===== config.mk =====
export PLATFORM = sky130hd
export DESIGN_NAME = response_keyword_matcher_core
export DESIGN_NICKNAME = d
export VERILOG_FILES = /design/src/rkm_pkg.sv /design/src/rkm_timer.sv /design/src/rkm_match.sv /design/src/response_keyword_matcher_core.sv
export SDC_FILE = /design/constraint.sdc
export NUM_CORES = 1
export LEC_CHECK = 0
export BUFFER_PORTS_ARGS = -buffer_cell sky130_fd_sc_hd__buf_2
export CAP_MARGIN = 20
export CORE_ASPECT_RATIO = 1.75
export CORE_MARGIN = 3
export CORE_UTILIZATION = 53
export CTS_CLUSTER_DIAMETER = 40
export DETAILED_ROUTE_END_ITERATION = 6
export PLACE_DENSITY = 0.74
export SYNTH_ARGS = -nofsm -noshare
export SYNTH_HDL_FRONTEND = slang
export SYNTH_HIERARCHICAL = 1
export SYNTH_SLANG_ARGS = --single-unit

===== constraint.sdc =====
create_clock -name clock -period 5.36 [get_ports clock]
set_input_delay 0.268 -clock clock [delete_from_list [all_inputs] [get_ports clock]]
set_output_delay 0.268 -clock clock [all_outputs]
set_load 0.005 [all_outputs]

===== src/rkm_pkg.sv =====
// shared types, constants and pattern tables for the response keyword matcher
// no dependencies
package rkm_pkg;

   localparam int unsigned NUM_WORDS = 5;
   localparam int unsigned TICK_LIMIT_DEFAULT = 60000;
   localparam logic [15:0] TIMEOUT_RESET = 16'd60000;

   // item kinds carried on the request tuser
   typedef enum logic [1:0] {
      OP_BYTE = 2'd0,
      OP_TICK = 2'd1,
      OP_ARM  = 2'd2,
      OP_NONE = 2'd3
   } opcode_type;

   localparam logic [2:0] RESP_TIMEOUT = 3'd0;

   // pattern text, one byte per position, unused positions zero
   localparam logic [7:0] WORD_TEXT [NUM_WORDS][8] = '{
      '{"O", "K", 8'h00, 8'h00, 8'h00, 8'h00, 8'h00, 8'h00},
      '{"A", "L", "R", "E", "A", "D", "Y", 8'h00},
      '{"r", "e", "a", "d", "y", 8'h00, 8'h00, 8'h00},
      '{"F", "A", "I", "L", 8'h00, 8'h00, 8'h00, 8'h00},
      '{"E", "R", "R", "O", "R", 8'h00, 8'h00, 8'h00}
   };

   localparam logic [2:0] WORD_LEN [NUM_WORDS] = '{3'd2, 3'd7, 3'd5, 3'd4, 3'd5};

   // per-item strobes from the top level to the state holders
   typedef struct packed {
      logic       arm;
      logic       tick;
      logic       rx;
      logic [7:0] rx_byte;
   } ctrl_type;

   // matcher state seen by the top level
   typedef struct packed {
      logic [2:0] pattern_index;
      logic [2:0] match_position;
   } match_stat_type;

endpackage


===== src/rkm_timer.sv =====
// tick counter and expiry flag of the response keyword matcher
// depends on rkm_pkg
module rkm_timer #(
   parameter int unsigned TICK_LIMIT = rkm_pkg::TICK_LIMIT_DEFAULT
) (
   input  logic              clock,
   input  logic              reset,
   input  rkm_pkg::ctrl_type ctrl,
   input  logic [15:0]       timeout_ticks,
   output logic              expired,
   output logic              timeout_hit
);

   localparam logic [15:0] LIMIT = 16'(TICK_LIMIT);

   logic [15:0] tick_count_ff, tick_count_in;
   logic        expired_ff, expired_in;
   logic        below;

   // count ticks until the smaller bound is reached
   always_comb begin
      below         = (tick_count_ff < timeout_ticks) && (tick_count_ff < LIMIT);
      tick_count_in = tick_count_ff;
      expired_in    = expired_ff;
      timeout_hit   = 1'b0;
      if (ctrl.arm) begin
         tick_count_in = '0;
         expired_in    = 1'b0;
      end else if (ctrl.tick && !expired_ff) begin
         if (below) begin
            tick_count_in = tick_count_ff + 16'd1;
         end else begin
            tick_count_in = '0;
            expired_in    = 1'b1;
            timeout_hit   = 1'b1;
         end
      end
   end

   always_ff @(posedge clock) begin
      if (reset) begin
         tick_count_ff <= '0;
         expired_ff    <= 1'b0;
      end else begin
         tick_count_ff <= tick_count_in;
         expired_ff    <= expired_in;
      end
   end

   assign expired = expired_ff;

endmodule


===== src/rkm_match.sv =====
// pattern scanner: pattern index and match position with one-pass retry logic
// depends on rkm_pkg
module rkm_match (
   input  logic                    clock,
   input  logic                    reset,
   input  rkm_pkg::ctrl_type       ctrl,
   input  logic                    restart,
   output logic                    word_hit,
   output logic [2:0]              word_code,
   output rkm_pkg::match_stat_type stat
);

   logic [2:0] pattern_index_ff, pattern_index_in;
   logic [2:0] match_position_ff, match_position_in;

   // find the first pattern from the current one that takes the byte
   always_comb begin
      logic [2:0] pos;
      logic [2:0] next_pos;
      logic       found;
      logic [2:0] found_p;
      logic [2:0] found_pos;
      found     = 1'b0;
      found_p   = '0;
      found_pos = '0;
      for (int p = rkm_pkg::NUM_WORDS - 1; p >= 0; p--) begin
         pos = (3'(p) == pattern_index_ff) ? match_position_ff : 3'd0;
         if ((3'(p) >= pattern_index_ff) && (pos < rkm_pkg::WORD_LEN[p]) &&
             (rkm_pkg::WORD_TEXT[p][pos] == ctrl.rx_byte)) begin
            found     = 1'b1;
            found_p   = 3'(p);
            found_pos = pos;
         end
      end
      next_pos          = found_pos + 3'd1;
      word_hit          = 1'b0;
      word_code         = found_p + 3'd1;
      pattern_index_in  = pattern_index_ff;
      match_position_in = match_position_ff;
      if (ctrl.arm || restart) begin
         pattern_index_in  = '0;
         match_position_in = '0;
      end else if (ctrl.rx) begin
         if (!found) begin
            pattern_index_in  = '0;
            match_position_in = '0;
         end else if (next_pos == rkm_pkg::WORD_LEN[found_p]) begin
            word_hit          = 1'b1;
            pattern_index_in  = '0;
            match_position_in = '0;
         end else begin
            pattern_index_in  = found_p;
            match_position_in = next_pos;
         end
      end
   end

   always_ff @(posedge clock) begin
      if (reset) begin
         pattern_index_ff  <= '0;
         match_position_ff <= '0;
      end else begin
         pattern_index_ff  <= pattern_index_in;
         match_position_ff <= match_position_in;
      end
   end

   assign stat.pattern_index  = pattern_index_ff;
   assign stat.match_position = match_position_ff;

endmodule


===== src/response_keyword_matcher_core.sv =====
// response keyword matcher top level: input register, result register, timeout register
// depends on rkm_pkg, rkm_timer and rkm_match
// an accepted item is held in the input register and its result is registered in the
// result register; throughput one item per clock while the result register is not stalled,
// set by the combinational pattern compare between the two registers
// reset clears both register valids, match state, tick count, expiry; timeout goes to 60000
module response_keyword_matcher_core #(
   parameter int unsigned TICK_LIMIT = rkm_pkg::TICK_LIMIT_DEFAULT
) (
   input  logic        clock,
   input  logic        reset,
   input  logic        req_tvalid,
   output logic        req_tready,
   input  logic [15:0] req_tdata,   // rx_byte [7:0], overrun [8], zero [15:9]
   input  logic [1:0]  req_tuser,   // opcode [1:0]
   output logic        rsp_tvalid,
   input  logic        rsp_tready,
   output logic [7:0]  rsp_tdata,   // response_code [2:0], zero [7:3]
   input  logic        csr_wr_en,
   input  logic [15:0] csr_wr_data
);

   logic [15:0]         timeout_ticks_ff;
   logic                in_vld_ff;
   rkm_pkg::opcode_type in_op_ff;
   logic [7:0]          in_byte_ff;
   logic                in_ovr_ff;
   logic                out_vld_ff, out_vld_in;
   logic [2:0]          out_code_ff, out_code_in;
   logic                fire;
   logic                expired;
   logic                timeout_hit;
   logic                word_hit;
   logic [2:0]          word_code;
   rkm_pkg::ctrl_type       ctrl;
   rkm_pkg::match_stat_type stat;

   // timeout register
   always_ff @(posedge clock) begin
      if (reset) begin
         timeout_ticks_ff <= rkm_pkg::TIMEOUT_RESET;
      end else if (csr_wr_en) begin
         timeout_ticks_ff <= csr_wr_data;
      end
   end

   // the held item is processed when the result register can take a result
   assign fire       = in_vld_ff && (!out_vld_ff || rsp_tready);
   assign req_tready = !in_vld_ff || fire;

   // input register
   always_ff @(posedge clock) begin
      if (reset) begin
         in_vld_ff <= 1'b0;
      end else if (req_tready) begin
         in_vld_ff <= req_tvalid;
      end
   end

   always_ff @(posedge clock) begin
      if (req_tvalid && req_tready) begin
         in_op_ff   <= rkm_pkg::opcode_type'(req_tuser);
         in_byte_ff <= req_tdata[7:0];
         in_ovr_ff  <= req_tdata[8];
      end
   end

   // decode the held item into strobes
   always_comb begin
      ctrl.arm     = 1'b0;
      ctrl.tick    = 1'b0;
      ctrl.rx      = 1'b0;
      ctrl.rx_byte = in_ovr_ff ? 8'h00 : in_byte_ff;
      unique case (in_op_ff)
         rkm_pkg::OP_BYTE: ctrl.rx   = fire && !expired;
         rkm_pkg::OP_TICK: ctrl.tick = fire;
         rkm_pkg::OP_ARM:  ctrl.arm  = fire;
         default: ;
      endcase
   end

   rkm_timer #(
      .TICK_LIMIT(TICK_LIMIT)
   ) u_timer (
      .clock         (clock),
      .reset         (reset),
      .ctrl          (ctrl),
      .timeout_ticks (timeout_ticks_ff),
      .expired       (expired),
      .timeout_hit   (timeout_hit)
   );

   rkm_match u_match (
      .clock     (clock),
      .reset     (reset),
      .ctrl      (ctrl),
      .restart   (timeout_hit),
      .word_hit  (word_hit),
      .word_code (word_code),
      .stat      (stat)
   );

   // result register
   always_comb begin
      out_vld_in  = out_vld_ff && !rsp_tready;
      out_code_in = out_code_ff;
      if (timeout_hit) begin
         out_vld_in  = 1'b1;
         out_code_in = rkm_pkg::RESP_TIMEOUT;
      end else if (word_hit) begin
         out_vld_in  = 1'b1;
         out_code_in = word_code;
      end
   end

   always_ff @(posedge clock) begin
      if (reset) begin
         out_vld_ff <= 1'b0;
      end else begin
         out_vld_ff <= out_vld_in;
      end
   end

   always_ff @(posedge clock) begin
      out_code_ff <= out_code_in;
   end

   assign rsp_tvalid = out_vld_ff;
   assign rsp_tdata  = {5'd0, out_code_ff};

   // checks
   a_expired_idle: assert property (@(posedge clock) disable iff (reset)
      expired |-> (stat.pattern_index == 3'd0 && stat.match_position == 3'd0))
      else $error("match state not idle while expired");

   a_index_range: assert property (@(posedge clock) disable iff (reset)
      stat.pattern_index < 3'(rkm_pkg::NUM_WORDS))
      else $error("pattern index out of range");

   a_timeout_result: assert property (@(posedge clock) disable iff (reset)
      timeout_hit |=> (rsp_tvalid && rsp_tdata[2:0] == rkm_pkg::RESP_TIMEOUT))
      else $error("timeout did not produce a timeout result");

   a_no_overwrite: assert property (@(posedge clock) disable iff (reset)
      (out_vld_ff && !rsp_tready) |-> !(timeout_hit || word_hit))
      else $error("result produced while result register is stalled");

endmodule


# [After elaboration in Yosys (flattened, before gate mapping)]
# Memory sizes are Yosys's and may differ from the RTL's.
# Index checks and enable logic that the tools add are counted.
[totals] regBits=55 rom_bits=344 wordCells=135 n_memories=6
[op_classes] n_addsub=3 order_cmp=18 n_eq_ne=12 n_mux=50 bitwise=7 reduce_logical=28
[mem_list] memory="(name not given)" words=8 word_bits=8 read_ports=1 rd_ports_with_merged_regs=0 write_ports=0 line_no="rkm_match.sv:29" rtl="(rkm_pkg::WORD_TEXT[p][pos] == ctrl.rx_byte)) begin"
[mem_list] memory="(name not given)" words=8 word_bits=8 read_ports=1 rd_ports_with_merged_regs=0 write_ports=0 line_no="rkm_match.sv:29"
[mem_list] memory="(name not given)" words=8 word_bits=8 read_ports=1 rd_ports_with_merged_regs=0 write_ports=0 line_no="rkm_match.sv:29"
[mem_list] memory="(name not given)" words=8 word_bits=8 read_ports=1 rd_ports_with_merged_regs=0 write_ports=0 line_no="rkm_match.sv:29"
[mem_list] memory="(name not given)" words=8 word_bits=8 read_ports=1 rd_ports_with_merged_regs=0 write_ports=0 line_no="rkm_match.sv:29"
[mem_list] memory="(name not given)" words=8 word_bits=3 read_ports=1 rd_ports_with_merged_regs=0 write_ports=0 line_no="rkm_match.sv:47" rtl="end else if (next_pos == rkm_pkg::WORD_LEN[found_p]) begin"
[ops] operator="two-way mux 8 bit" count=11
[ops] operator="two-way mux 3 bit" count=21
[ops] operator="== test 8 bit" count=5
[ops] operator="greater-or-equal comparator 4 bit (second input constant)" count=6
[ops] operator="inverter 3 -> 4 bit" count=6
[ops] operator="two-way mux 1 bit" count=17
[ops] operator="adder 16 x 1 -> 16 bit (second input constant)" count=1
[ops] operator="logical AND 1 bit" count=16
[ops] operator="< comparator 16 bit" count=1
[ops] operator="< comparator 16 bit (second input constant)" count=1
[ops] operator="two-way mux 16 bit" count=1
[ops] operator="< comparator 3 bit (second input constant)" count=4
[ops] operator="adder 3 x 1 -> 3 bit (second input constant)" count=2
[ops] operator="== test 2 x 3 -> 1 bit (first input constant)" count=2
[ops] operator="greater-or-equal comparator 1 x 3 -> 1 bit (first input constant)" count=2
[ops] operator="greater-or-equal comparator 2 x 3 -> 1 bit (first input constant)" count=2
[ops] operator="zero test 1 bit" count=4
[ops] operator="OR reduction 2 bit" count=2
[ops] operator="== test 1 x 3 -> 1 bit (first input constant)" count=1
[ops] operator="== test 3 bit" count=1
[ops] operator="== test 3 bit (first input constant)" count=1
[ops] operator="greater-or-equal comparator 3 bit (first input constant)" count=1
[ops] operator="zero test 3 bit" count=1
[ops] operator="logical OR 1 bit" count=3
[ops] operator="other kinds (6)" count=6

# [Depth between registers and ports, before layout]
# Gate-level depths: netlist (run 1).
[depth] ltp_word=24 ltp_mapped=23 depth_no_buf=22

# [Hierarchy]
# Netlist (run 1), hierarchy kept.
[modules_own_cells] mod="rkm_match" n_inst=1 cells_each=204 area_each_um2=1524.0
[modules_own_cells] mod="rkm_timer" n_inst=1 cells_each=146 area_each_um2=1290.0
[modules_own_cells] mod="response_keyword_matcher_core" n_inst=1 cells_each=98 area_each_um2=1211.2

# [Worst setup path after synthesis (run 1)]
# Ideal clock, no wire load.
[synth_timing] path_type="flip-flop to flip-flop" startpoint="register u_match.pattern_index_ff[1]" endpoint="register out_code_ff[0]" t_arrival_ns=4.865 slack_ns=0.355 path_stages_with_launch=22 n_path_buf=2 synth_period_minus_slack_ns=5.005 cell_sequence="dfxtp_1 -> buf_2 -> clkbuf_1 -> nor2_1 -> and3_1 -> ha_1 -> or3b_2 -> o21ai_0 -> a221oi_1 -> nor4_4 -> a21oi_1 -> o22ai_1 -> ha_1 -> nand3_1 -> or4_1 -> o311ai_0 -> a31oi_1 -> xnor2_1 -> and3_4 -> nor4b_1 -> mux2i_1 -> nor2_1"
[synth_between] elab_chain_len=22
[synth_rtl] element="start: declaration" line_no="rkm_match.sv:13" rtl="logic [2:0] pattern_index_ff, pattern_index_in;"
[synth_rtl] element="start signal: assignment" line_no="rkm_match.sv:63" rtl="pattern_index_ff <= pattern_index_in;"
[synth_rtl] element="== test 3 bit" line_no="rkm_match.sv:27" rtl="pos = (3'(p) == pattern_index_ff) ? match_position_ff : 3'd0;"
[synth_rtl] element="two-way mux 3 bit" line_no="rkm_match.sv:27"
[synth_rtl] element="inverter 3 -> 4 bit (not written as such)" line_no="rkm_match.sv:29"
[synth_rtl] element="memory (8 x 8 bit)"
[synth_rtl] element="two-way mux 8 bit (not written as such) (2 in a row)" line_no="rkm_match.sv:29"
[synth_rtl] element="== test 8 bit" line_no="rkm_match.sv:29"
[synth_rtl] element="logical AND 1 bit" line_no="rkm_match.sv:28" rtl="if ((3'(p) >= pattern_index_ff) && (pos < rkm_pkg::WORD_LEN[p]) &&"
[synth_rtl] element="two-way mux 3 bit (5 in a row)" line_no="rkm_match.sv:28"
[synth_rtl] element="inverter 3 -> 4 bit (not written as such)" line_no="rkm_match.sv:47"
[synth_rtl] element="memory (8 x 3 bit)"
[synth_rtl] element="two-way mux 3 bit (not written as such) (2 in a row)" line_no="rkm_match.sv:47"
[synth_rtl] element="== test 3 bit" line_no="rkm_match.sv:47"
[synth_rtl] element="two-way mux 1 bit" line_no="rkm_match.sv:47"
[synth_rtl] element="two-way mux 1 bit (*)" line_no="rkm_match.sv:44" rtl="if (!found) begin"
[synth_rtl] element="two-way mux 1 bit (*)" line_no="rkm_match.sv:43" rtl="end else if (ctrl.rx) begin"
[synth_rtl] element="two-way mux 1 bit (*)" line_no="rkm_match.sv:40" rtl="if (ctrl.arm || restart) begin"
[synth_rtl] element="net word_hit" line_no="response_keyword_matcher_core.sv:33" rtl="logic word_hit;"
[synth_rtl] element="end signal: assignment" line_no="response_keyword_matcher_core.sv:125" rtl="out_code_ff <= out_code_in;"
[synth_rtl] element="end: declaration" line_no="response_keyword_matcher_core.sv:29" rtl="logic [2:0] out_code_ff, out_code_in;"
# The timed path passes the listed nets; every way through them passes the cells marked *. The select of a mux whose other input is x is not followed.
# A chain may end at the register's enable or synchronous reset.

==> results of run 1 <==
[metal layers]
metal / vias to the layer above / part of all wire [%]
li1: 1696 / -
met1: 1609 / 36
met2: 85 / 57
met3: 30 / 3.2
met4: 0 / 4.6
met5: - / 0
[stage by stage]
stage	util, %	cells
after floorplan	-	452
after global placement	58.78	566
after detailed placement	58.78	566
after CTS	60.72	574
after global routing	60.94	574
final	60.94	574
[cells in the mapped netlist (all sizes together) (2+ instances only)]
| cell | instances | area (um2) |
|---|---|---|
| or4 | 2 | 18.77 |
| a21o | 3 | 22.52 |
| edfxtp | 11 | 330.3 |
| o22ai | 2 | 12.51 |
| a21oi | 14 | 70.07 |
| nor3b | 5 | 37.54 |
| dfxtp | 44 | 880.8 |
| a211oi | 2 | 15.01 |
| and2 | 3 | 18.77 |
| nand4bb | 4 | 77.57 |
| and3b | 2 | 17.52 |
| a2111oi | 2 | 30.03 |
| nor4b | 4 | 35.03 |
| o211ai | 2 | 15.01 |
| or2 | 2 | 12.51 |
| clkbuf | 7 | 26.28 |
| xnor2 | 18 | 157.7 |
| inv | 29 | 108.9 |
| o31ai | 6 | 45.04 |
| o2bb2ai | 2 | 36.29 |
| nor4 | 11 | 90.08 |
| a221oi | 4 | 41.29 |
| and3 | 7 | 50.05 |
| o21ai | 15 | 75.07 |
| xor2 | 7 | 61.31 |
| or3 | 4 | 25.02 |
| mux2i | 20 | 200.2 |
| nor3 | 22 | 160.2 |
| nand4b | 2 | 17.52 |
| a31oi | 5 | 46.29 |
| nand2 | 35 | 131.4 |
| nor2b | 15 | 96.34 |
| nor4bb | 2 | 20.02 |
| buf | 18 | 147.6 |
| nand3b | 3 | 22.52 |
| nand2b | 10 | 70.06 |
| nand3 | 16 | 80.08 |
| nand4 | 11 | 68.82 |
| ha | 26 | 325.3 |
| nor2 | 28 | 107.6 |
| or3b | 2 | 17.52 |
| a22o | 2 | 17.52 |
| and4bb | 3 | 37.53 |
[state kept, by name (all words and copies together) (netlist names)]
name / count
timeout_ticks_ff: 16
u_timer/tick_count_ff: 16
in_byte_ff: 8
out_code_ff: 3
u_match/match_position_ff: 3
u_match/pattern_index_ff: 3
in_op_ff: 2
in_ovr_ff: 1
in_vld_ff: 1
rsp_tvalid: 1
u_timer/expired: 1
[power breakdown]
| part | switching (mW) | total [mW] | internal, mW |
|---|---|---|---|
| Clock | 0.142 | 0.315 | 0.173 |
| Combinational | 0.0615 | 0.104 | 0.0422 |
| Sequential | 0.00723 | 0.444 | 0.437 |
| Total | 0.211 | 0.863 | 0.652 |
[worst reg2reg max path, stage by stage, from the launching register on]
cell and delay [ps]:
edfxtp_1 500, nor2b_1 480, or4b_4 570, nor4_1 260
and3_2 270, and2_1 210, nand2_1 70, o21ai_0 80
a221oi_1 100, nor2b_1 130, ha_1 180, nand3_1 70
or4_1 410, o311ai_0 100, a31oi_1 140, xnor2_1 260
and3_4 220, nor4b_2 230, buf_4 190, mux2i_1 180
nor2_1 50
[cells by family after synthesis]
group | share of synthesized area (%)
other cells | 0.09317
simple gates | 30.90
flops | 30.09
compound gates | 13.12
buf+inv | 7.025
xor+xnor | 5.440
fa+ha+maj | 8.082
mux | 5.253
[layout make-up]
class	instances	area (um2)	area share (%)
tap	86	107.6	2.424
inverter	29	108.9	2.452
sequential	55	1212	27.31
timing repair buffer	53	307.8	6.933
clock inverter	2	12.51	0.2818
multi-input combinational	343	2561	57.69
clock buffer	6	128.9	2.903
[final timing paths]
| check | slack [ps] | cells after the start | end |
|---|---|---|---|
| worst min-delay path | 140 | 1 | in_byte_ff[7] |
| worst max-delay path | 530 | 20 | out_code_ff[0] |
| worst min register to register | 480 | 2 | timeout_ticks_ff[5] |
| worst max register to register | 530 | 20 | out_code_ff[0] |
==> impl_metrics.py, run 1 <==
metrics = {
    "outcome": {
        "status": "completed",
    },
    "final_layout": {
        "final_area_um2": 4439,
        "mostFrequentLayoutCells": "dfxtp_1, buf_2, nand2_1",
        "diodes": 0,
        "drive_gt1_share_pct": 19.67,
        "n_fill_cell": 692,
        "layout.nets": 552,
        "syn_to_final_growth_pct": 10.29,
        "layout_commonest_cell": "dfxtp_1",
    },
    "global_route": {
        "overflow": 0,
        "grt_max_degree": 22,
        "grt_pass1_vias": 3461,
        "use_met2_pct": 42.91,
        "antenna_found_initial": 0,
        "grt_util_met3_pct": 2.985,
        "met1_usage_pct": 21.87,
        "grt-busiest-layer": "met2",
        "grt_usage_pct": 22.52,
        "grt_pass1_wl_mm": 15.42,
    },
    "clock_network": {
        "cts.path.max_buffers": 2,
        "cts.sinks": 55,
        "cts_tree": "built",
        "ctsHoldBuffers": 0,
        "cts-root-buf": "clkbuf_16",
        "htreeDepth": 2,
        "clkTransAtPathRegs_ps": 60,
        "cts_resized": 0,
        "clk_latency_ps": 300,
        "numCtsBuffers": 5,
        "postCtsSetupRepairBufs": 0,
    },
    "logic_synthesis": {
        "yosysSeqAreaShare_pct": 30.09,
        "synth-seq-cells": 55,
        "synth_flop_cell": "dfxtp_1",
        "synth-edff-count": 11,
        "async_flop_share_pct": 0,
        "yosysWarnings": 6,
        "syn_inst": 448,
        "syn-cell-area_um2": 4025,
        "avgSynthCellArea_um2": 8.985,
        "ys_types": 78,
    },
    "timing": {
        "min_period_ps": 4826,
        "drv_slew": 0,
        "slew_headroom_pct": 37.51,
        "fmax_mhz": 207.2,
        "finalHoldViolations": 0,
        "rsz0062_at_grt": "false",
        "worst_pin_slew_ps": 924.8,
        "tns_ps": 0,
        "fin_crit_sh_pct": 90.04,
        "setup_viol": 0,
        "hold_slack_ps": 144.8,
        "layout_setup_ws_ps": 533.7,
        "clock_skew_ps": 3.655,
    },
    "critical_path": {
        "crit_buf_inv": 1,
        "critPathCaptureType": "flip-flop",
        "cpPeakStageDelay_ps": 570,
        "start_kind": "flip-flop",
        "cp-startpoint": "in_ovr_ff",
        "path_max_fanout": 8,
        "critPathMostFrequentCell": "nor2b_1",
        "crit_type": "flip-flop to flip-flop",
        "path_delay_family": "simple AND/OR/NAND/NOR gates",
        "rr_startpoint": "in_ovr_ff",
        "crit_required_ps": 5510,
        "cpMaxStageDelayCell": "or4b_4",
        "crit_chain": "nor2b_1 > or4b_4 > nor4_1 > and3_2 > and2_1 > nand2_1 > o21ai_0 > a221oi_1 > nor2b_1 > ha_1 > nand3_1 > or4_1 > o311ai_0 > a31oi_1 > xnor2_1 > and3_4 > nor4b_2 > buf_4 > mux2i_1 > nor2_1",
        "cp.arrival_ps": 4980,
    },
    "die": {
        "rows": 41,
        "fp.dieH_um": 121.3,
        "die-area_um2": 8717,
        "io_pins": 49,
        "core_area_um2": 7284,
        "initial_core_util_pct": 55.26,
        "die_w_um": 71.88,
    },
    "drt": {
        "drcViolationCount": 0,
        "wl_mm": 9.317,
        "drt_first_pass_iters": 4,
        "final_antenna_net_count": 0,
        "vias": 3420,
        "wire_per_inst_um": 16.23,
        "drt_iter0_drc": 153,
        "vias_per_cell": 5.958,
    },
    "place": {
        "pre_cts_ws_ps": 436.1,
        "place.gp.congestion": 0.9057,
        "hpwl_mm": 7.328,
        "port_buffers": 36,
        "post_dp_cell_area_um2": 4282,
    },
    "hold_path": {
        "hold_start": "req_tdata[7]",
        "hold_class": "input port to flip-flop",
    },
    "pwr": {
        "peakVddDrop_mv": 0.2387,
        "powerDensity_nw_per_um2": 194.4,
        "cellLeakagePower_nw": 1.780,
        "p_total_mw": 0.8629,
    },
    "run": {
        "maxCapViolCount": 0,
    },
}
Note: power is estimated with default switching activity, not from simulation.
==> run 2: changes to the inputs <==
CORE_UTILIZATION = 55   (was 53)
SYNTH_HIERARCHICAL = default   (was 1)
clock period = 4.7 ns   (was 5.36 ns; I/O delays follow)
==> run 2 against run 1 <==
Utilization up 2.8 points. Clock power shrank 7.6%. Register-to-register slack lost 240 ps. Critical path depth down 2. Fmax increased by 9.4%. Worst hold slack lost 80 ps. Count of clock-buffer cells in the layout is 1 lower. Sequential cell count unchanged. Synthesized area fell by 8.8%. Non-clock buffer count decreased by 8. Critical path type unchanged. Largest cell class unchanged.
==> impl_metrics.py, run 2 <==
metrics = {
    "outcome": {
        "status": "completed",
    },
    "global_route": {
        "grt_pass1_wl_mm": 14.91,
        "antenna_found_initial": 0,
        "grt_pass1_vias": 3304,
        "grt_usage_pct": 25.22,
        "grt_max_degree": 24,
        "overflow": 0,
    },
    "final_layout": {
        "drive_gt1_share_pct": 14.44,
        "diodes": 0,
        "largestRegisters": "timeout_ticks_ff x16, u_timer.tick_count_ff x16, in_byte_ff x8",
        "fin_cells": 551,
        "layout_commonest_cell": "nor2_1",
        "n_fill_cell": 564,
        "final_area_um2": 4030,
        "mostFrequentLayoutCells": "nor2_1, dfxtp_1, buf_2",
        "fin_util_pct": 63.73,
        "layout.nets": 533,
        "syn_to_final_growth_pct": 9.819,
    },
    "timing": {
        "fin_crit_sh_pct": 93.85,
        "setup_viol": 0,
        "worst_pin_slew_ps": 605.3,
        "drv_slew": 0,
        "finalHoldViolations": 0,
        "min_period_ps": 4411,
        "fmax_mhz": 226.7,
        "clock_skew_ps": 19.32,
        "tns_ps": 0,
        "slew_headroom_pct": 59.54,
    },
    "place": {
        "post_dp_cell_area_um2": 3904,
        "placed_cells": 543,
        "hpwl_mm": 6.944,
        "port_buffers": 36,
        "place.gp.congestion": 0.9442,
    },
    "hold_path": {
        "hold_depth": 1,
        "hold_class": "input port to flip-flop",
    },
    "drt": {
        "vias": 3294,
        "drt_first_pass_iters": 4,
        "wl_mm": 9.006,
        "wire_per_inst_um": 16.34,
        "final_antenna_net_count": 0,
        "vias_per_cell": 5.978,
        "drt_iter0_drc": 182,
        "drcViolationCount": 0,
    },
    "critical_path": {
        "critPathMostFrequentCell": "ha_1",
        "crit_required_ps": 4950,
        "cpPeakStageDelay_ps": 400,
        "critPathCaptureType": "flip-flop",
        "rr_endpoint": "out_code_ff[1]",
        "regToRegSetupSlack_ps": 290,
        "rr_startpoint": "u_match.pattern_index_ff[1]",
        "start_kind": "flip-flop",
        "crit_type": "flip-flop to flip-flop",
        "cp.arrival_ps": 4660,
        "crit_end": "out_code_ff[1]",
        "crit_chain": "buf_6 > nor2_1 > nand2_1 > ha_1 > a2bb2oi_1 > o22a_1 > a31o_1 > and2_1 > a221o_1 > a222oi_1 > inv_1 > ha_1 > o41ai_1 > o22ai_2 > nor4_2 > o21ai_2 > a211oi_4 > mux2i_1",
        "reg2reg_depth": 18,
        "cpMaxStageDelayCell": "a222oi_1",
        "cp-startpoint": "u_match.pattern_index_ff[1]",
        "path_max_fanout": 19,
    },
    "logic_synthesis": {
        "synth_flop_cell": "dfxtp_1",
        "synth_top_family_by_area": "simple AND/OR/NAND/NOR gates",
        "synth.area.top_cells": "dfxtp_1, edfxtp_1, ha_1, nor2_1, mux2i_1",
        "synth-compound-area-share_pct": 17.76,
        "async_flop_share_pct": 0,
        "yosysWarnings": 0,
        "yosysSeqAreaShare_pct": 33.00,
        "yosys-top-cells-count": "nor2_1, dfxtp_1, inv_1, nand2_1, ha_1",
        "syn-cell-area_um2": 3670,
        "muxShareOfSynthArea_pct": 3.819,
        "synth_top_area_share_pct": 24.00,
        "syn_inst": 436,
        "yosysMostFrequentCell": "nor2_1",
        "avgSynthCellArea_um2": 8.417,
        "synth_fa_ha_area_share_pct": 8.183,
        "synth-edff-count": 11,
        "synth_simple_gate_area_share_pct": 24.89,
        "synth-seq-cells": 55,
        "synth.largest_area_cell": "dfxtp_1",
        "synth_xor_area_share_pct": 5.251,
        "ys_types": 69,
    },
    "clock_network": {
        "cts.sinks": 55,
        "clk_latency_ps": 330,
        "htreeDepth": 2,
        "clkTransAtPathRegs_ps": 120,
        "cts-root-buf": "clkbuf_8",
        "cts_resized": 0,
        "cts_tree": "built",
        "postCtsSetupRepairBufs": 0,
        "cts.path.max_buffers": 2,
        "ctsHoldBuffers": 0,
        "numCtsBuffers": 5,
    },
    "die": {
        "die_w_um": 67.75,
        "initial_core_util_pct": 58.03,
        "die-area_um2": 7727,
        "io_pins": 49,
        "fp.dieH_um": 114.1,
        "rows": 38,
        "core_area_um2": 6324,
    },
    "pwr": {
        "cellLeakagePower_nw": 1.730,
        "peakVddDrop_mv": 0.2654,
        "powerDensity_nw_per_um2": 224.1,
    },
    "run": {
        "maxCapViolCount": 0,
    },
}
-- run 2: cell types whose count changed in the layout (fill, tap and decap cells not counted), moves of 9 or more --
| cell | previous run | this run |
|---|---|---|
| nor3_2 | 10 | 1 |
| nor2_1 | 27 | 56 |
| xnor2_1 | 18 | 7 |
| buf_4 | 17 | 8 |
-- run 2: worst max-delay path: cells and delay by family, from the launching register on --
kind | cells | cell delay (ps)
and+or+nand+nor | 4 | 880
adders and majority gates | 2 | 460
buffers and inverters | 2 | 240
muxes | 1 | 220
DFF | 1 | 340
AOI/OAI and AO/OA | 9 | 2180
-- run 2: layout make-up --
cell class	instances	area, um2	share of cell area (%)
Timing Repair Buffer	45	251.5	6.240
Multi-Input combinational cell	329	2236	55.48
Clock inverter	3	31.28	0.7762
Clock buffer	5	68.82	1.708
Inverter	34	127.6	3.167
Tap cell	80	100.1	2.484
Sequential cell	55	1215	30.15
-- run 2: worst min-delay path by stage --
stage / startpoint / endpoint / slack [ps]
2_1_floorplan: req_tdata[0] / in_byte_ff[0] / 330
3_3_place_gp: req_tdata[6] / in_byte_ff[6] / 410
3_5_place_dp: req_tdata[8] / in_ovr_ff / 410
4_1_cts: req_tdata[8] / in_ovr_ff / 50
5_1_grt: req_tdata[2] / in_byte_ff[2] / 40
6_report: req_tuser[1] / in_op_ff[1] / 60
-- run 2: cells by family (layout without fill, tap and decap cells) --
group | count (synthesis) | after routing
AND/OR/NAND/NOR | 172 | 172
AO/OA/AOI/OAI | 92 | 92
buffers and inverters | 56 | 87
flip-flops | 55 | 55
adder cells (fa/ha/maj) | 24 | 24
XOR/XNOR | 22 | 22
multiplexers | 14 | 14
other | 1 | 5
-- run 2: per-stage QoR --
stage                     setup WS [ps]  hold WS (ps)  power [mW]
after detailed placement          103.3         413.1      0.6226
after global routing             -4.817         39.12      0.9487
after CTS                         64.94         54.03      0.9136
final                             289.2         64.77      0.9033
after floorplan                   209.7         333.9      0.5909
after global placement            213.1         413.1      0.6196
-- run 2: per-layer routing --
metal  routed length (um)  track usage, %  vias up
met5                    0               0        -
met4                  542           17.34        0
met3                  329           5.796       44
met2                 4934           45.48       86
met1                 3198           23.89     1557
li1                     -               -     1607
-- run 2: power breakdown --
| group | internal, mW | switching [mW] |
|---|---|---|
| logic | 0.0420 | 0.0542 |
| registers | 0.499 | 0.0178 |
| clock network | 0.114 | 0.177 |
| total | 0.654 | 0.249 |
==> run 3: changes to the inputs <==
CORE_UTILIZATION = 53   (was 55)
clock period = 4.05 ns   (was 4.7 ns; I/O delays follow)
==> run 3 against run 2 <==
First-iteration DRC count is 1.1% higher. Wire length is 1.4% higher. Die area is 3.5% higher. Combinational power is 24% higher. Worst hold slack better by 5.0 ps. Register-to-register slack worse by 97 ps. Cell count is 2.5% higher. Critical endpoint is now out_code_ff[2]. Largest cell class unchanged. Highest routed layer unchanged.
==> impl_metrics.py, run 3 (synthesis gave the netlist of run 2 again) <==
metrics = {
    "drt": {
        "drt_first_pass_iters": 4,
        "drt_iter0_drc": 184,
        "wl_mm": 9.130,
        "drcViolationCount": 0,
        "vias_per_cell": 5.949,
        "final_antenna_net_count": 0,
        "vias": 3361,
        "wire_per_inst_um": 16.16,
    },
    "place": {
        "pre_cts_ws_ps": 87.50,
        "placed_cells": 551,
        "place.gp.congestion": 0.9444,
        "port_buffers": 36,
        "post_dp_cell_area_um2": 4061,
        "hpwl_mm": 6.936,
    },
    "clock_network": {
        "cts-root-buf": "clkbuf_16",
        "htreeDepth": 2,
        "cts_tree": "built",
        "clkTransAtPathRegs_ps": 80,
        "cts.sinks": 55,
        "clk_latency_ps": 300,
        "cts.path.max_buffers": 2,
        "numCtsBuffers": 5,
        "ctsHoldBuffers": 0,
    },
    "global_route": {
        "grt_max_degree": 24,
        "antenna_found_initial": 0,
        "grt_pass1_wl_mm": 15.15,
        "grt_pass1_vias": 3343,
        "grt_usage_pct": 24.90,
        "overflow": 0,
    },
    "pwr": {
        "switching_share_pct": 25.40,
        "peakVddDrop_mv": 0.3458,
        "net-switching-power_mw": 0.2951,
        "p_comb_share_pct": 10.2,
        "powerDensity_nw_per_um2": 266.0,
        "pwr-share-clk_pct": 38.4,
        "p_total_mw": 1.162,
        "seqPwrFrac_pct": 51.3,
        "cellLeakagePower_nw": 1.817,
        "internal_power_mw": 0.8665,
    },
    "critical_path": {
        "reg2reg_depth": 15,
        "start_kind": "flip-flop",
        "crit_type": "flip-flop to flip-flop",
        "critPathCaptureType": "flip-flop",
        "path_max_fanout": 16,
        "crit_required_ps": 4290,
        "cp.arrival_ps": 4090,
    },
    "final_layout": {
        "diodes": 0,
        "drive_gt1_share_pct": 22.15,
        "mostFrequentLayoutCells": "nor2_1, dfxtp_1, buf_2",
        "layout.nets": 545,
        "largestRegisters": "timeout_ticks_ff x16, u_timer.tick_count_ff x16, in_byte_ff x8",
        "fin_util_pct": 65.80,
        "layout_commonest_cell": "nor2_1",
        "fin_cells": 565,
        "final_area_um2": 4367,
        "n_fill_cell": 574,
        "syn_to_final_growth_pct": 18.99,
    },
    "die": {
        "core_area_um2": 6636,
        "die_w_um": 68.90,
        "initial_core_util_pct": 55.30,
        "rows": 39,
        "die-area_um2": 7998,
        "fp.dieH_um": 116.1,
        "io_pins": 49,
    },
    "timing": {
        "min_period_ps": 3858,
        "worst_pin_slew_ps": 539.0,
        "setup_viol": 0,
        "clock_skew_ps": 7.835,
        "finalHoldViolations": 0,
        "layout_setup_ws_ps": 192.1,
        "fin_crit_sh_pct": 95.26,
        "fmax_mhz": 259.2,
        "drv_slew": 0,
        "slew_headroom_pct": 63.73,
    },
    "hold_path": {
        "hold_depth": 1,
        "hold_class": "input port to flip-flop",
    },
    "outcome": {
        "status": "completed",
    },
    "run": {
        "maxCapViolCount": 0,
    },
}
## run 3: cell types whose count changed in the layout (fill, tap and decap cells not counted), sizes merged
cell	change
buf	+12
inv	-1
clkinv	+1
## run 3: layout make-up
class,instances,area (um2),area share [%]
multi-input combinational,329,2421,55.44
sequential,55,1220,27.94
tap,82,102.6,2.350
clock inverter,3,28.78,0.6590
timing repair buffer,57,341.6,7.822
inverter,34,127.6,2.923
clock buffer,5,125.1,2.865
## run 3: worst paths after layout
kind / startpoint / to / slack [ps]
max reg2reg: u_match.pattern_index_ff[1] / out_code_ff[2] / 190
min reg2reg: out_code_ff[1] / out_code_ff[1] / 480
max: u_match.pattern_index_ff[1] / out_code_ff[2] / 190
min: req_tdata[6] / in_byte_ff[6] / 70
## run 3: repair_timing
item,CTS,global route
endpoints found under the setup margin,0,9
gates resized for setup,0,22
buffers inserted,0,6
## run 3: through the flow
step	TNS (ps)	hold WS (ps)
2_1_floorplan	-48.33	301.4
3_3_place_gp	0	380.2
3_5_place_dp	0	381.1
4_1_cts	0	62.87
5_1_grt	-174.5	58.93
6_report	0	69.77
## run 3: routing by layer
layer | part of all wire, % | global-route usage [%]
met5 | 0 | 0
met4 | 4.7 | 16.15
met3 | 3.2 | 4.171
met2 | 55 | 44.96
met1 | 37 | 25.05
## run 3: worst max-delay path, cell delays in order, from the launching register on
cell       delay, ps
dfxtp_4          370
buf_4            190
and4bb_2         360
inv_1             50
ha_1             310
o32a_1           230
nor4_1           360
nand4b_1         250
o22ai_2          250
ha_4             190
o41ai_4           90
o22ai_4          210
nor3_1            90
nand4bb_4        220
a211oi_4         380
mux2i_1          230
## run 3: power by group through the flow
stage | logic, mW | clock network (mW) | registers, mW
detailed placement | 0.115 | 0 | 0.610
finish | 0.119 | 0.446 | 0.596
global placement | 0.111 | 0 | 0.610
global route | 0.134 | 0.475 | 0.599
CTS | 0.116 | 0.456 | 0.598
floorplan | 0.0841 | 0 | 0.603
